$ cat config.mk
export PLATFORM = sky130hd
export DESIGN_NAME = lec_sample_encoder_packer_flat
export DESIGN_NICKNAME = d
export VERILOG_FILES = /design/src/design/lsep_pkg.sv /design/src/design/lsep_ifs.sv /design/src/design/lsep_front.sv /design/src/design/lsep_queue.sv /design/src/design/lsep_back.sv /design/src/design/lec_sample_encoder_packer.sv /design/src/flat_wrapper.sv
export SDC_FILE = /design/constraint.sdc
export NUM_CORES = 1
export LEC_CHECK = 0
export ABC_AREA = 1
export BUFFER_PORTS_ARGS = -buffer_cell sky130_fd_sc_hd__buf_2
export CORE_MARGIN = 2
export CORE_UTILIZATION = 57
export DETAILED_ROUTE_END_ITERATION = 7
export PLACE_DENSITY = 0.77
export SLEW_MARGIN = 20
export SYNTH_ARGS = -nofsm -noshare
export SYNTH_HDL_FRONTEND = slang
export SYNTH_HIERARCHICAL = 1
export SYNTH_SLANG_ARGS = --single-unit
$ cat constraint.sdc
create_clock -name clk -period 5.2 [get_ports clk]
set_clock_uncertainty 0.2 [all_clocks]
set_input_delay 0.26 -clock clk [delete_from_list [all_inputs] [get_ports clk]]
set_output_delay 0.26 -clock clk [all_outputs]
set_load 0.005 [all_outputs]
$ cat src/design/lsep_pkg.sv
package lsep_pkg;

  localparam int SAMPLE_W = 14;
  localparam int REF_W    = 14;
  localparam int N_W      = 4;
  localparam int PFX_W    = 12;
  localparam int CW_W     = 26;
  localparam int LEN_W    = 5;
  localparam int PEND_W   = 7;
  localparam int ACC_W    = 33;
  localparam int CNT_W    = 6;
  localparam int BYTE_W   = 8;

  typedef struct packed {
    logic [CW_W-1:0]  cw;
    logic [LEN_W-1:0] cw_len;
    logic             last;
  } lsep_code_t;

  typedef struct packed {
    logic full;
    logic nonempty;
  } lsep_q_stat_t;

  function automatic logic [PFX_W-1:0] prefix_code(input logic [N_W-1:0] n);
    logic [PFX_W-1:0] c;
    unique case (n)
      4'd0:    c = 12'h000;
      4'd1:    c = 12'h002;
      4'd2:    c = 12'h003;
      4'd3:    c = 12'h004;
      4'd4:    c = 12'h005;
      4'd5:    c = 12'h006;
      4'd6:    c = 12'h00E;
      4'd7:    c = 12'h01E;
      4'd8:    c = 12'h03E;
      4'd9:    c = 12'h07E;
      4'd10:   c = 12'h0FE;
      4'd11:   c = 12'h1FE;
      4'd12:   c = 12'h3FE;
      4'd13:   c = 12'h7FE;
      4'd14:   c = 12'hFFE;
      default: c = 12'h000;
    endcase
    return c;
  endfunction

  function automatic logic [LEN_W-1:0] prefix_len(input logic [N_W-1:0] n);
    logic [LEN_W-1:0] l;
    unique case (n)
      4'd0:    l = 5'd2;
      4'd1:    l = 5'd3;
      4'd2:    l = 5'd3;
      4'd3:    l = 5'd3;
      4'd4:    l = 5'd3;
      4'd5:    l = 5'd3;
      4'd6:    l = 5'd4;
      4'd7:    l = 5'd5;
      4'd8:    l = 5'd6;
      4'd9:    l = 5'd7;
      4'd10:   l = 5'd8;
      4'd11:   l = 5'd9;
      4'd12:   l = 5'd10;
      4'd13:   l = 5'd11;
      4'd14:   l = 5'd12;
      default: l = 5'd2;
    endcase
    return l;
  endfunction

endpackage

$ cat src/design/lsep_ifs.sv
interface lsep_in_if;
  logic                          valid;
  logic                          ready;
  logic [lsep_pkg::SAMPLE_W-1:0] sample;
  logic                          last_sample;

  modport source (output valid, sample, last_sample, input ready);
  modport sink   (input valid, sample, last_sample, output ready);
endinterface

interface lsep_out_if;
  logic                        valid;
  logic                        ready;
  logic [lsep_pkg::BYTE_W-1:0] packed_byte;
  logic                        run_end;
  logic                        block_end;

  modport source (output valid, packed_byte, run_end, block_end, input ready);
  modport sink   (input valid, packed_byte, run_end, block_end, output ready);
endinterface

$ cat src/design/lsep_front.sv
module lsep_front #(
  parameter int SAMPLE_BITS = 14
) (
  input  logic                       clk,
  input  logic                       rst_n,
  input  logic [lsep_pkg::REF_W-1:0] init_ref,
  lsep_in_if.sink                    in_if,
  input  lsep_pkg::lsep_q_stat_t     q_stat,
  output logic                       push,
  output lsep_pkg::lsep_code_t       push_data
);
  import lsep_pkg::*;

  logic [SAMPLE_BITS-1:0] prev_r;
  logic                   first_r;
  logic [SAMPLE_BITS-1:0] smp;
  logic [SAMPLE_BITS-1:0] ref_val;
  logic [SAMPLE_BITS:0]   diff;
  logic [SAMPLE_BITS:0]   diff_neg;
  logic [SAMPLE_BITS:0]   diff_m1;
  logic [SAMPLE_BITS-1:0] mag;
  logic [SAMPLE_BITS-1:0] sfx_src;
  logic [N_W-1:0]         n;
  logic [SAMPLE_W-1:0]    sfx_mask;
  logic [SAMPLE_W-1:0]    sfx;

  assign in_if.ready = !q_stat.full;
  assign push        = in_if.valid && in_if.ready;

  always_comb begin
    smp      = in_if.sample[SAMPLE_BITS-1:0];
    ref_val  = first_r ? init_ref[SAMPLE_BITS-1:0] : prev_r;
    diff     = {1'b0, smp} - {1'b0, ref_val};
    diff_neg = -diff;
    diff_m1  = diff - (SAMPLE_BITS+1)'(1);
    mag      = diff[SAMPLE_BITS] ? diff_neg[SAMPLE_BITS-1:0] : diff[SAMPLE_BITS-1:0];
    sfx_src  = diff[SAMPLE_BITS] ? diff_m1[SAMPLE_BITS-1:0] : diff[SAMPLE_BITS-1:0];
    n = '0;
    for (int i = 0; i < SAMPLE_BITS; i++) begin
      if (mag[i]) begin
        n = N_W'(i + 1);
      end
    end
    sfx_mask = (SAMPLE_W'(1) << n) - SAMPLE_W'(1);
    sfx      = SAMPLE_W'(sfx_src) & sfx_mask;
    push_data.cw     = (CW_W'(prefix_code(n)) << n) | CW_W'(sfx);
    push_data.cw_len = prefix_len(n) + LEN_W'(n);
    push_data.last   = in_if.last_sample;
  end

  always_ff @(posedge clk) begin
    if (!rst_n) begin
      first_r <= 1'b1;
    end else if (push) begin
      first_r <= in_if.last_sample;
    end
  end

  always_ff @(posedge clk) begin
    if (push) begin
      prev_r <= smp;
    end
  end

endmodule

$ cat src/design/lsep_queue.sv
module lsep_queue (
  input  logic                   clk,
  input  logic                   rst_n,
  input  logic                   push,
  input  lsep_pkg::lsep_code_t   push_data,
  input  logic                   pop,
  output lsep_pkg::lsep_code_t   pop_data,
  output lsep_pkg::lsep_q_stat_t stat
);
  import lsep_pkg::*;

  lsep_code_t  slot_r [2];
  logic        wr_ptr_r;
  logic        rd_ptr_r;
  logic [1:0]  count_r;

  assign pop_data      = slot_r[rd_ptr_r];
  assign stat.full     = count_r == 2'd2;
  assign stat.nonempty = count_r != 2'd0;

  always_ff @(posedge clk) begin
    if (!rst_n) begin
      wr_ptr_r <= 1'b0;
      rd_ptr_r <= 1'b0;
      count_r  <= 2'd0;
    end else begin
      if (push) begin
        wr_ptr_r <= !wr_ptr_r;
      end
      if (pop) begin
        rd_ptr_r <= !rd_ptr_r;
      end
      if (push && !pop) begin
        count_r <= count_r + 2'd1;
      end else if (pop && !push) begin
        count_r <= count_r - 2'd1;
      end
    end
  end

  always_ff @(posedge clk) begin
    if (push) begin
      slot_r[wr_ptr_r] <= push_data;
    end
  end

endmodule

$ cat src/design/lsep_back.sv
module lsep_back (
  input  logic                   clk,
  input  logic                   rst_n,
  input  lsep_pkg::lsep_q_stat_t q_stat,
  input  lsep_pkg::lsep_code_t   q_data,
  output logic                   pop,
  lsep_out_if.source             out_if
);
  import lsep_pkg::*;

  logic [ACC_W-1:0]        acc_r, acc_nxt;
  logic [CNT_W-1:0]        cnt_r, cnt_nxt;
  logic                    last_r, last_nxt;
  logic                    out_valid_r, out_valid_nxt;
  logic [BYTE_W-1:0]       byte_r, byte_nxt;
  logic                    run_end_r, run_end_nxt;
  logic                    block_end_r, block_end_nxt;
  logic                    emittable;
  logic                    slot_free;
  logic                    emit;
  logic [CNT_W-1:0]        rem;
  logic                    rem_emittable;
  logic [ACC_W+BYTE_W-1:0] window;
  logic [PEND_W-1:0]       pend;

  assign out_if.valid       = out_valid_r;
  assign out_if.packed_byte = byte_r;
  assign out_if.run_end     = run_end_r;
  assign out_if.block_end   = block_end_r;

  always_comb begin
    emittable     = (cnt_r >= CNT_W'(BYTE_W)) || (last_r && cnt_r != '0);
    slot_free     = !out_valid_r || out_if.ready;
    emit          = emittable && slot_free;
    pop           = !emittable && q_stat.nonempty;
    rem           = (cnt_r >= CNT_W'(BYTE_W)) ? cnt_r - CNT_W'(BYTE_W) : '0;
    rem_emittable = (rem >= CNT_W'(BYTE_W)) || (last_r && rem != '0);
    window        = {acc_r, {BYTE_W{1'b0}}} >> cnt_r;
    pend          = acc_r[PEND_W-1:0] & ((PEND_W'(1) << cnt_r[2:0]) - PEND_W'(1));

    acc_nxt       = acc_r;
    cnt_nxt       = cnt_r;
    last_nxt      = last_r;
    out_valid_nxt = out_valid_r;
    byte_nxt      = byte_r;
    run_end_nxt   = run_end_r;
    block_end_nxt = block_end_r;

    if (emit) begin
      cnt_nxt       = rem;
      out_valid_nxt = 1'b1;
      byte_nxt      = window[BYTE_W-1:0];
      run_end_nxt   = !rem_emittable;
      block_end_nxt = !rem_emittable && last_r;
    end else if (out_if.ready) begin
      out_valid_nxt = 1'b0;
    end

    if (pop) begin
      acc_nxt  = (ACC_W'(pend) << q_data.cw_len) | ACC_W'(q_data.cw);
      cnt_nxt  = (last_r ? CNT_W'(0) : cnt_r) + CNT_W'(q_data.cw_len);
      last_nxt = q_data.last;
    end
  end

  always_ff @(posedge clk) begin
    if (!rst_n) begin
      cnt_r       <= '0;
      last_r      <= 1'b0;
      out_valid_r <= 1'b0;
    end else begin
      cnt_r       <= cnt_nxt;
      last_r      <= last_nxt;
      out_valid_r <= out_valid_nxt;
    end
  end

  always_ff @(posedge clk) begin
    acc_r       <= acc_nxt;
    byte_r      <= byte_nxt;
    run_end_r   <= run_end_nxt;
    block_end_r <= block_end_nxt;
  end

endmodule

$ cat src/design/lec_sample_encoder_packer.sv
// Lossless sample encoder with byte packer.
// in_if: one sensor sample per transfer (sample, last_sample), valid/ready.
// out_if: one byte per transfer (packed_byte, run_end, block_end), valid/ready.
// cfg_wr_en/cfg_wr_data: write the initial reference; write only while idle.
// Each sample is differenced against the previous one (first of a block
// against the reference), coded as LEC prefix plus suffix, and packed MSB
// first. last_sample flushes pending bits, zero padded, and restarts the block.
// The first byte of a sample passes the queue slot, the packer's accumulator
// and the output byte register before it is on out_if. A two-entry queue
// parts the coder from the packer; the packer takes a codeword only when it
// has no byte left to emit, so it emits each sample's bytes before it takes
// the next codeword. Samples keep being taken while the queue has room.
// Reset (rst_n low, synchronous) empties queue, pending bits and output
// register, clears the reference to zero and starts a new block.
// When the receiver stalls the output byte holds, the packer waits, and
// in_if.ready drops once the queue fills.
module lec_sample_encoder_packer #(
  parameter int SAMPLE_BITS = 14
) (
  input  logic                       clk,
  input  logic                       rst_n,
  lsep_in_if.sink                    in_if,
  lsep_out_if.source                 out_if,
  input  logic                       cfg_wr_en,
  input  logic [lsep_pkg::REF_W-1:0] cfg_wr_data
);
  import lsep_pkg::*;

  logic [REF_W-1:0] init_ref_r;
  logic             push;
  lsep_code_t       push_data;
  logic             pop;
  lsep_code_t       pop_data;
  lsep_q_stat_t     q_stat;

  always_ff @(posedge clk) begin
    if (!rst_n) begin
      init_ref_r <= '0;
    end else if (cfg_wr_en) begin
      init_ref_r <= cfg_wr_data;
    end
  end

  lsep_front #(.SAMPLE_BITS(SAMPLE_BITS)) u_front (
    .clk       (clk),
    .rst_n     (rst_n),
    .init_ref  (init_ref_r),
    .in_if     (in_if),
    .q_stat    (q_stat),
    .push      (push),
    .push_data (push_data)
  );

  lsep_queue u_queue (
    .clk       (clk),
    .rst_n     (rst_n),
    .push      (push),
    .push_data (push_data),
    .pop       (pop),
    .pop_data  (pop_data),
    .stat      (q_stat)
  );

  lsep_back u_back (
    .clk    (clk),
    .rst_n  (rst_n),
    .q_stat (q_stat),
    .q_data (pop_data),
    .pop    (pop),
    .out_if (out_if)
  );

  a_block_end_is_run_end: assert property (@(posedge clk) disable iff (!rst_n)
    out_if.valid && out_if.block_end |-> out_if.run_end)
    else $error("block_end without run_end");

  a_no_push_when_full: assert property (@(posedge clk) disable iff (!rst_n)
    push |-> !q_stat.full)
    else $error("queue written while full");

  a_no_pop_when_empty: assert property (@(posedge clk) disable iff (!rst_n)
    pop |-> q_stat.nonempty)
    else $error("queue read while empty");

endmodule
$ cat src/flat_wrapper.sv
// flat-port wrapper written by rule: the top's interface ports become plain ports
module lec_sample_encoder_packer_flat import lsep_pkg::*;
#(
  parameter int SAMPLE_BITS = 14
)
  (clk, rst_n, cfg_wr_en, cfg_wr_data, in_if_valid, in_if_sample, in_if_last_sample, in_if_ready, out_if_valid, out_if_packed_byte, out_if_run_end, out_if_block_end, out_if_ready);
  lsep_in_if in_if_i ();
  lsep_out_if out_if_i ();
  input  logic clk;
  input  logic rst_n;
  input  logic cfg_wr_en;
  input  logic [lsep_pkg::REF_W-1:0] cfg_wr_data;
  input wire logic [$bits(in_if_i.valid)-1:0] in_if_valid;
  input wire logic [$bits(in_if_i.sample)-1:0] in_if_sample;
  input wire logic [$bits(in_if_i.last_sample)-1:0] in_if_last_sample;
  output wire logic [$bits(in_if_i.ready)-1:0] in_if_ready;
  output wire logic [$bits(out_if_i.valid)-1:0] out_if_valid;
  output wire logic [$bits(out_if_i.packed_byte)-1:0] out_if_packed_byte;
  output wire logic [$bits(out_if_i.run_end)-1:0] out_if_run_end;
  output wire logic [$bits(out_if_i.block_end)-1:0] out_if_block_end;
  input wire logic [$bits(out_if_i.ready)-1:0] out_if_ready;
  assign in_if_i.valid = in_if_valid;
  assign in_if_i.sample = in_if_sample;
  assign in_if_i.last_sample = in_if_last_sample;
  assign in_if_ready = in_if_i.ready;
  assign out_if_valid = out_if_i.valid;
  assign out_if_packed_byte = out_if_i.packed_byte;
  assign out_if_run_end = out_if_i.run_end;
  assign out_if_block_end = out_if_i.block_end;
  assign out_if_i.ready = out_if_ready;
  lec_sample_encoder_packer #(.SAMPLE_BITS(SAMPLE_BITS)) u_core (.clk(clk), .rst_n(rst_n), .in_if(in_if_i), .out_if(out_if_i), .cfg_wr_en(cfg_wr_en), .cfg_wr_data(cfg_wr_data));
endmodule
Word-level counts from Yosys, hierarchy flattened

Memory sizes are Yosys's and may differ from the RTL's. A register that Yosys moved wholly into a read port is not among the register bits.
Index checks and enable logic that the tools add are counted.

Word-level logic and storage cells: 92
Output and inout bits: 12
ROM bits: 256
Memories: 3
RAM bits: 64
Bits in registers: 84
Input bits: 34

Muxes and demuxes: 29
Eq/ne operators: 1
Add/subtract/negate cells: 10
Shift-type cells: 5
Order comparisons: 2
Bitwise gates (word level): 4
Reductions and logical operators: 25

Memories:

| name                  | depth | width | rd ports | clocked after Yosys merged registers in | wr ports | RTL line         | source |
|---|---|---|---|---|---|---|---|
| (name not given)      | 16    | 12    | 1        | 0                                       | 0        | lsep_pkg.sv:27   | `unique case (n)` |
| (name not given)      | 16    | 4     | 1        | 0                                       | 0        | lsep_pkg.sv:50   | `unique case (n)` |
| u_core.u_queue.slot_r | 2     | 32    | 1        | 1                                       | 1        | lsep_queue.sv:12 | `lsep_code_t slot_r [2];` |

Operators by type and width:

| operator                                                          | count |
|---|---|
| 2-to-1 mux 4 bit                                                  | 13 |
| 2-to-1 mux 14 bit                                                 | 3 |
| right shift 41 x 6 -> 8 bit                                       | 1 |
| OR 33 x 26 -> 33 bit                                              | 1 |
| << shifter 7 x 5 -> 33 bit                                        | 1 |
| OR 26 x 14 -> 26 bit                                              | 1 |
| << shifter 12 x 4 -> 26 bit                                       | 1 |
| 2-to-1 mux 6 bit                                                  | 4 |
| subtractor 14 x 14 -> 15 bit                                      | 1 |
| bitwise AND 14 bit                                                | 1 |
| negation 14 bit                                                   | 1 |
| << shifter 1 x 4 -> 14 bit, first input constant                  | 1 |
| subtractor 14 x 1 -> 14 bit, second input constant                | 1 |
| subtractor 14 x 2 -> 14 bit, second input constant                | 1 |
| greater-or-equal comparator 6 x 4 -> 1 bit, second input constant | 2 |
| nonzero test 6 bit                                                | 2 |
| logical AND 1 bit                                                 | 8 |
| zero test 1 bit                                                   | 8 |
| nonzero test 2 bit                                                | 4 |
| bitwise AND 7 bit                                                 | 1 |
| 2-to-1 mux 1 bit                                                  | 7 |
| << shifter 1 x 3 -> 7 bit, first input constant                   | 1 |
| subtractor 7 x 1 -> 7 bit, second input constant                  | 1 |
| adder 6 x 5 -> 6 bit                                              | 1 |
| other kinds (7)                                                   | 10 |

Logic depth before layout (Yosys ltp)

Gate-level depths: netlist of run 1.

Word-level depth: 22
Gate-level depth with buffers: 40
Mapped depth without buffers: 38

Modules after synthesis

The synthesis of run 1 kept the hierarchy.

Modules (own cells, without submodules):

| module                    | instances | sequential area each (um2) | area each (um2) | cells an instance |
|---|---|---|---|---|
| lsep_back                 | 1         | 1451.4                     | 4286.6          | 626 |
| lsep_front                | 1         | 440.4                      | 3786.1          | 642 |
| lsep_queue                | 1         | 2021.9                     | 2693.8          | 135 |
| lec_sample_encoder_packer | 1         | 280.3                      | 584.3           | 88 |

Worst setup path after synthesis of run 1

No wires, ideal clock.

Kind: register -> register
Start: register u_core.u_front.first_r
End: memory u_core/u_queue/slot_r[0][5] in the netlist's numbering (data pin)
Setup slack: -0.275 ns
Stages on the path, launching flop included: 34
Path buffers: 3
Arrival: 5.014 ns
Path through: dfxtp_1 > clkbuf_1 > clkbuf_1 > mux2i_1 > fa_1 > inv_1 > ha_1 > inv_1 > nor2_2 > nand3_2 > nor2_2 > nand2_2 > nor2_4 > nand2_1 > nand2_1 > nand2_1 > nand2_1 > nand2_2 > inv_1 > nand2_1 > nand2_1 > nand2_2 > inv_1 > buf_2 > ha_1 > inv_1 > nor2_1 > inv_1 > nand3_1 > o311ai_0 > ha_1 > fa_1 > a21oi_1 > a21oi_1

RTL lines:

| what                     | RTL line         | source |
|---|---|---|
| start: declaration       | lsep_front.sv:15 | `logic first_r;` |
| start signal: assignment | lsep_front.sv:55 | `first_r <= in_if.last_sample;` |
| end: declaration         | lsep_queue.sv:12 |  |

==> results of run 1 <==
[final timing paths]
path | endpoint | cells after the start | slack, ns | start
worst max-delay path | u_core/u_queue/slot_r[1][5] | 32 | 0.19 | u_core/u_front/first_r
worst min-delay path | u_core/u_front/first_r | 4 | 0.07 | in_if_valid
worst max register to register | u_core/u_queue/slot_r[1][5] | 32 | 0.19 | u_core/u_front/first_r
worst min register to register | u_core/init_ref_r[10] | 2 | 0.28 | u_core/init_ref_r[10]
[logic make-up (layout without fill, tap and decap cells)]
family	after synthesis	count (layout)	share of synthesized area, %
xor gates and xnor gates	12	12	0.9259
DFF	149	149	36.95
adders and majority gates	36	36	4.167
buffers and inverters	233	299	9.822
muxes	46	46	5.412
AOI/OAI and AO/OA	142	142	7.562
and+or+nand+nor	873	873	35.16
[synth_stat cells (all sizes together)]
cell type / instances / area share, %
o22ai: 1 / 0.055
xor2: 11 / 0.85
fa: 3 / 0.53
clkinv: 5 / 0.22
inv: 167 / 5.6
and2: 4 / 0.22
o211ai: 26 / 1.7
edfxtp: 121 / 32
dfxtp: 28 / 4.9
a21boi: 1 / 0.066
nand2: 471 / 17
mux2i: 13 / 1.1
o31ai: 4 / 0.26
nor3: 5 / 0.22
xnor2: 1 / 0.077
a31oi: 3 / 0.17
a21o: 1 / 0.066
nand3b: 14 / 0.93
o21bai: 12 / 0.79
a21oi: 29 / 1.3
a31o: 1 / 0.077
nand3: 227 / 11
buf: 50 / 3.6
o311ai: 1 / 0.077
mux2: 33 / 4.3
clkbuf: 11 / 0.36
nor2: 122 / 5.0
nand4: 24 / 1.3
o21ai: 59 / 2.6
a22oi: 1 / 0.066
or2: 6 / 0.33
o2111ai: 3 / 0.23
ha: 33 / 3.6
[state kept, by name, indices dropped and copies added, names as in the netlist, named ones only]
name,flops
u_core/init_ref_r,14
u_core/u_back/acc_r,33
u_core/u_back/cnt_r,6
u_core/u_back/last_r,1
u_core/u_back/out_if.block_end,1
u_core/u_back/out_if.packed_byte,8
u_core/u_back/out_if.run_end,1
u_core/u_back/out_if.valid,1
u_core/u_front/first_r,1
u_core/u_front/prev_r,14
u_core/u_queue/count_r,2
u_core/u_queue/rd_ptr_r,1
u_core/u_queue/slot_r,64
u_core/u_queue/wr_ptr_r,1
[power by group through the flow]
| stage | Clock, mW | Combinational, mW | Sequential, mW |
|---|---|---|---|
| after global placement | 0 | 4.43 | 2.31 |
| after CTS | 1.26 | 4.55 | 2.31 |
| after floorplan | 0 | 3.72 | 2.13 |
| after detailed placement | 0 | 4.50 | 2.33 |
| after global routing | 1.31 | 5.33 | 2.36 |
| final | 1.24 | 4.79 | 2.31 |
[worst min-delay path, cell delays in order]
cell and delay (ns):
buf_2 0.10, inv_1 0.07, o21ai_0 0.11, nand3_1 0.12
[routing by layer]
layer | track usage, % | part of all wire, % | vias up | wire (um)
li1 | - | - | 5070 | -
met1 | 37.24 | 44 | 4746 | 12640
met2 | 43.50 | 47 | 486 | 13350
met3 | 3.774 | 7.2 | 58 | 2052
met4 | 8.775 | 2.3 | 0 | 658
met5 | 0 | 0 | - | 0
[through the flow]
| step | setup WS, ns | cell area [um^2] | hold WS [ns] | total power, mW | utilization, % |
|---|---|---|---|---|---|
| finish | 0.1857 | 12670 | 0.06657 | 8.338 | 64.91 |
| detailed placement | -0.04016 | 11560 | 0.2569 | 6.829 | 59.20 |
| floorplan | 0.02126 | 11360 | 0.1447 | 5.848 | - |
| CTS | 0.03536 | 12480 | 0.05196 | 8.114 | 63.92 |
| global route | -0.04893 | 12670 | 0.07127 | 8.994 | 64.91 |
| global placement | 0.1628 | 11560 | 0.2537 | 6.745 | 59.20 |
[final cells by class]
type	count	share of cell area, %
Clock buffer	17	3.356
Tap cell	265	2.616
Timing Repair Buffer	95	5.489
Inverter	172	5.262
Multi-Input combinational cell	1109	48.67
Sequential cell	149	33.14
Clock inverter	15	1.471
[repair_timing]
item | in CTS | in global routing
endpoints found under the hold margin | 32 | 0
setup buffers | 0 | 8
hold buffers | 30 | 0
pin swaps | 0 | 10
setup endpoints to repair | 6 | 46
gates resized for setup | 3 | 37
==> PnR_summary.wiki, run 1 <==
{| class="wikitable"
! Metric !! Value
|-
| Power per cell area || 657.8 mW/mm^2
|-
| Endpoint required time on the critical path || just over 5 ns
|-
| Pins Over Slew Limit || 0
|-
| Buffer cell driving the clock tree root || clkbuf_16
|-
| Relative contribution of the clock network to total power || ~15%
|-
| Diode insertion count for antenna repair || 0
|-
| Critical Path AT || about 5.0 ns
|-
| Detailed-route wire length || about 29 mm
|-
| Total number of vias || approximately 10000
|-
| Maximum operating frequency || around 0.2 GHz
|-
| Worst vdd ir || approximately 0.50 mV
|-
| Cell row count || between 50 and 60
|-
| Number of buffers and inverters on the critical path || 7
|-
| Worst path slowest cell || fa_1
|-
| Synthesized instance count || approximately 1500
|-
| Post-synthesis cell area || approximately 0.011 mm^2
|-
| # setup viols final || 0
|-
| Clock transition at the registers of the reported paths || 0.06 ns
|-
| Post-route minimum period || between 5 and 6 ns
|-
| Sum Neg Setup Slack || 0 ns
|-
| Initial Utilization || around 58%
|-
| Port-buffer cells || 45
|-
| Number of max-capacitance violations reported || 0
|-
| Overall die width || between 100 and 150 um
|-
| TritonCTS clock tree || built
|-
| Slew at the pin closest to its max-slew limit || about 1.1 ns
|-
| Placed wire-length estimate || approximately 21 mm
|-
| Leading cell type in the layout, fill and taps excluded || nand2_1
|-
| Initial DRC Count || 920
|-
| Part of the power in registers || 27.7%
|-
| Die ar. || approximately 0.021 mm^2
|-
| Leakage || 5.895 nW
|-
| Non-filler cells, final || 1822
|-
| Layout Nets || ~1600
|-
| Number of cells in the design after placement || between 1500 and 2000
|-
| Area of the placeable core || about 0.020 mm^2
|-
| I/O pin count || 46
|-
| Final hold violation count || 0
|-
| Type of origin of the critical path || flip-flop
|-
| Number of CTS-inserted buffers || 17
|-
| Last weighted congestion value of the routability-driven placer || about 0.95
|-
| Ratio of final minimum period to clock period || 96.43%
|-
| Number of detailed-routing iterations run before antenna repair || 8
|-
| Average footprint of a synthesized cell || between 7 and 8 um^2
|-
| Area growth from synthesis to layout || 11.66%
|-
| Count of unresolved DRC violations after routing || 0
|-
| Flop and latch count out of synthesis || around 150
|-
| Largest delay contributor family on the critical path || adder cells
|-
| Crit Path Category || reg -> reg
|-
| Die height || 145.1 um
|-
| Detail Route Antenna Nets || 0
|-
| Insertion delay to the later sink of the worst-skew pair || roughly 0.43 ns
|-
| Wire length per cell after detailed routing || roughly 16 um
|-
| Switching Power || 3.984 mW
|-
| Proportion of power drawn by combinational gates || between 50% and 60%
|-
| Vias/cell || about 5.7
|-
| Class of the tightest hold or removal check || in -> reg
|-
| Vias in the first global route || 9407
|-
| Synth Net Count || approximately 1600
|-
| Syn. warnings || 6
|-
| Overall routing resource usage || between 20% and 30%
|-
| Total clock sinks || roughly 150
|-
| Maximum number of buffers from clock root to sink || 2
|-
| Sequential area share after synthesis || roughly 37%
|-
| Antenna violations before repair || 0
|-
| Run status || finished clean
|-
| Congestion Overflow GR || 0
|-
| Area occupied by multi-input gates || a little over 0.006 mm^2
|-
| Pin count of the biggest net entering global routing || 65
|-
| Fraction of layout cells with a size suffix above 1 || about 15%
|-
| Sequential standard cell area || approximately 0.0042 mm^2
|-
| Stage delay of the slowest cell on the critical path || 0.43 ns
|-
| Maximum level of the CTS H-tree || 4
|-
| Post-synth cell types || 55
|-
| Most frequent cells in the layout || nand2_1 (439), nand3_1 (215), inv_1 (152)
|-
| Critical Path Sink Type || flip-flop
|-
| Switch share || a little under half
|-
| Internal power component || roughly 4.4 mW
|-
| Wire length of the first global-routing pass || roughly 46 mm
|-
| Critical-path maximum fanout || 4
|-
| Worst slew slack as a fraction of its limit || approximately 29%
|-
| Number of inserted filler cells in the final layout || about 1700
|}
No activity file was read; power rests on OpenSTA's default activity.
==> inputs of run 2 (changes only) <==
==> constraint.sdc (replaced) <==
create_clock -name clk -period 4 [get_ports clk]
set_clock_uncertainty 0.2 [all_clocks]
set_input_delay 0.2 -clock clk [delete_from_list [all_inputs] [get_ports clk]]
set_output_delay 0.2 -clock clk [all_outputs]
set_load 0.005 [all_outputs]
==> run 2 against run 1 <==
- the flow now finishes with violations (negative setup slack)
- clock-buffer cell count unchanged
- fmax rose by 9.0%
- hold slack lost 0.052 ns
- via count is 9.3% higher
- utilization is 9.5 points higher
- die area did not move
- register-to-register slack got worse by 0.79 ns
- combinational power up 62%
- critical path type unchanged
- critical endpoint is now u_core/u_queue/slot_r[1][4]
==> PnR_summary.wiki, run 2 (synthesized netlist as in run 1, its figures left out) <==
{| class="wikitable"
! Metric !! Value
|-
| Overall routing resource usage || a little under a third
|-
| Standard cell area after detailed placement || 0.01276 mm^2
|-
| Class of the tightest hold or removal check || in -> reg
|-
| Endpoint required time on the critical path || about 4.0 ns
|-
| Pin count of the biggest net entering global routing || 47
|-
| Leading cell type in the layout, fill and taps excluded || nand2_1
|-
| Largest delay contributor family on the critical path || simple AND/OR/NAND/NOR gates
|-
| Number of max-capacitance violations reported || 0
|-
| TritonCTS clock tree || built
|-
| Fraction of layout cells with a size suffix above 1 || between 20 and 30%
|-
| Maximum level of the CTS H-tree || 4
|-
| Maximum operating frequency || approximately 0.22 GHz
|-
| Wire length of the first global-routing pass || 51.45 mm
|-
| Area occupied by multi-input gates || a little under 0.007 mm^2
|-
| Pins Over Slew Limit || 0
|-
| Maximum number of buffers from clock root to sink || 2
|-
| Cell row count || 51
|-
| Post-route minimum period || 4.602 ns
|-
| Violated checks || negative setup slack
|-
| Die height || 145.1 um
|-
| Grt met3 use || under 10%
|-
| Port-buffer cells || between 40 and 50
|-
| Buffer cell driving the clock tree root || clkbuf_16
|-
| Non-filler cells, final || about 2000
|-
| Worst slew slack as a fraction of its limit || a little over two fifths
|-
| Hold wc startpoint || rst_n
|-
| # setup viols final || 58
|-
| Count of unresolved DRC violations after routing || 0
|-
| Number of detailed-routing iterations run before antenna repair || 5
|-
| Critical-path maximum fanout || 5
|-
| Max reg flops || 64
|-
| Total clock sinks || 149
|-
| Detailed-route wire length || 32.93 mm
|-
| Most frequent cells in the layout || nand2_1 (408), nand3_1 (188), buf_4 (155)
|-
| Unrepaired setup endpoints after global routing || true
|-
| Critical Path AT || 4.58 ns
|-
| Area of the placeable core || approximately 0.020 mm^2
|-
| Type of origin of the critical path || flip-flop
|-
| Stage delay of the slowest cell on the critical path || 0.44 ns
|-
| I/O pin count || 46
|-
| Number of CTS-inserted buffers || 17
|-
| Worst hold slack across all endpoints || approximately 0.014 ns
|-
| Last weighted congestion value of the routability-driven placer || about 0.95
|-
| Diode insertion count for antenna repair || 0
|-
| Power per cell area || roughly 860 mW/mm^2
|-
| Setup ws final || -0.6019 ns
|-
| Number of cells in the design after placement || roughly 1900
|-
| Crit Path Category || reg -> reg
|-
| Die ar. || 0.02106 mm^2
|-
| Wire length per cell after detailed routing || between 15 and 20 um
|-
| Reg-to-Reg Start || u_core/u_front/first_r
|-
| Final core utilization || 74.36%
|-
| Leakage || 6.769 nW
|-
| Fraction of met2 tracks used by global routing || 51.93%
|-
| Total number of vias || 11320
|-
| Clock transition at the registers of the reported paths || approximately 0.070 ns
|-
| Top reg by flops || u_core/u_queue/slot_r
|-
| Leading registers by flop count || u_core/u_queue/slot_r (64), u_core/u_back/acc_r (33)
|-
| Placed wire-length estimate || 22.45 mm
|-
| Antenna violations before repair || 0
|-
| Congestion Overflow GR || 0
|-
| Overall die width || roughly 150 um
|-
| Met1 Use GR || approximately two fifths
|-
| Initial DRC Count || approximately 1100
|-
| Critical path startpoint || u_core/u_front/first_r
|-
| Run status || complete, but fails checks
|-
| Vias/cell || approximately 5.7
|-
| Number of buffers and inverters on the critical path || 5
|-
| Number of inserted filler cells in the final layout || about 1400
|-
| Busiest layer in global routing || met2
|-
| Area growth from synthesis to layout || 27.92%
|-
| Finished Cell Area || 0.01452 mm^2
|-
| Sequential standard cell area || around 0.0042 mm^2
|-
| Vias in the first global route || between 10000 and 15000
|-
| Ratio of final minimum period to clock period || 115.0%
|-
| Worst path slowest cell || fa_2
|-
| Final hold violation count || 0
|-
| Insertion delay to the later sink of the worst-skew pair || roughly 0.44 ns
|-
| Detail Route Antenna Nets || 0
|-
| Layout Nets || 1768
|-
| Critical Path Sink Type || flip-flop
|-
| Slew at the pin closest to its max-slew limit || roughly 0.85 ns
|-
| Initial Utilization || 58.13%
|-
| Worst vdd ir || approximately 0.77 mV
|}
==> run 2: area by class of cell <==
| cell class | instances | share of cell area (%) |
|---|---|---|
| Tap cell | 265 | 2.283 |
| Multi-Input combinational cell | 1109 | 46.51 |
| Sequential cell | 149 | 28.94 |
| Clock inverter | 15 | 1.430 |
| Timing Repair Buffer | 249 | 13.24 |
| Clock buffer | 17 | 2.930 |
| Inverter | 172 | 4.679 |
==> run 2: metrics by stage <==
stage          setup WS (ns)  TNS, ns  power, mW
2_1_floorplan        -0.6610   -17.48      7.766
3_3_place_gp         -0.5780   -24.03      9.510
3_5_place_dp         -0.6699   -29.29      9.661
4_1_cts              -0.5135   -19.06      11.92
5_1_grt              -0.8593   -38.86      13.28
6_report             -0.6019   -23.14      12.46
==> run 2: path summary, 6_finish.rpt <==
path | endpoint | slack, ns | cells after the start
setup / recovery | u_core/u_queue/slot_r[1][4] | -0.60 | 27
hold / removal | u_core/u_queue/count_r[1] | 0.01 | 3
setup reg to reg | u_core/u_queue/slot_r[1][4] | -0.60 | 27
hold reg to reg | u_core/init_ref_r[10] | 0.30 | 2
==> run 2: timing repair <==
item                                    CTS  global route
endpoints found under the setup margin   62            62
gates resized for setup                  87            79
hold buffers                             32             0
pin swaps                                56            29
endpoints found under the hold margin    32             0
buffers inserted                         13            12
==> run 2: power by group <==
group	internal (mW)	total, mW	switching, mW
logic	3.06	7.77	4.71
registers	2.60	2.97	0.369
clock network	1.01	1.72	0.710
==> run 2: worst reg2reg max path, delay by kind of cell (launching register included) <==
family                   cells  cell delay, ns
AO/OA/AOI/OAI                3            0.50
XOR/XNOR                     1            0.11
adder cells (fa/ha/maj)      5            1.21
buffers and inverters        5            0.39
flip-flops                   1            0.37
multiplexers                 1            0.32
AND/OR/NAND/NOR             12            1.27
==> run 2: per-layer routing <==
| layer | wire length (um) | part of all wire (%) |
|---|---|---|
| met1 | 13310 | 40 |
| met2 | 16080 | 49 |
| met3 | 2287 | 6.9 |
| met4 | 1244 | 3.8 |
| met5 | 0 | 0 |
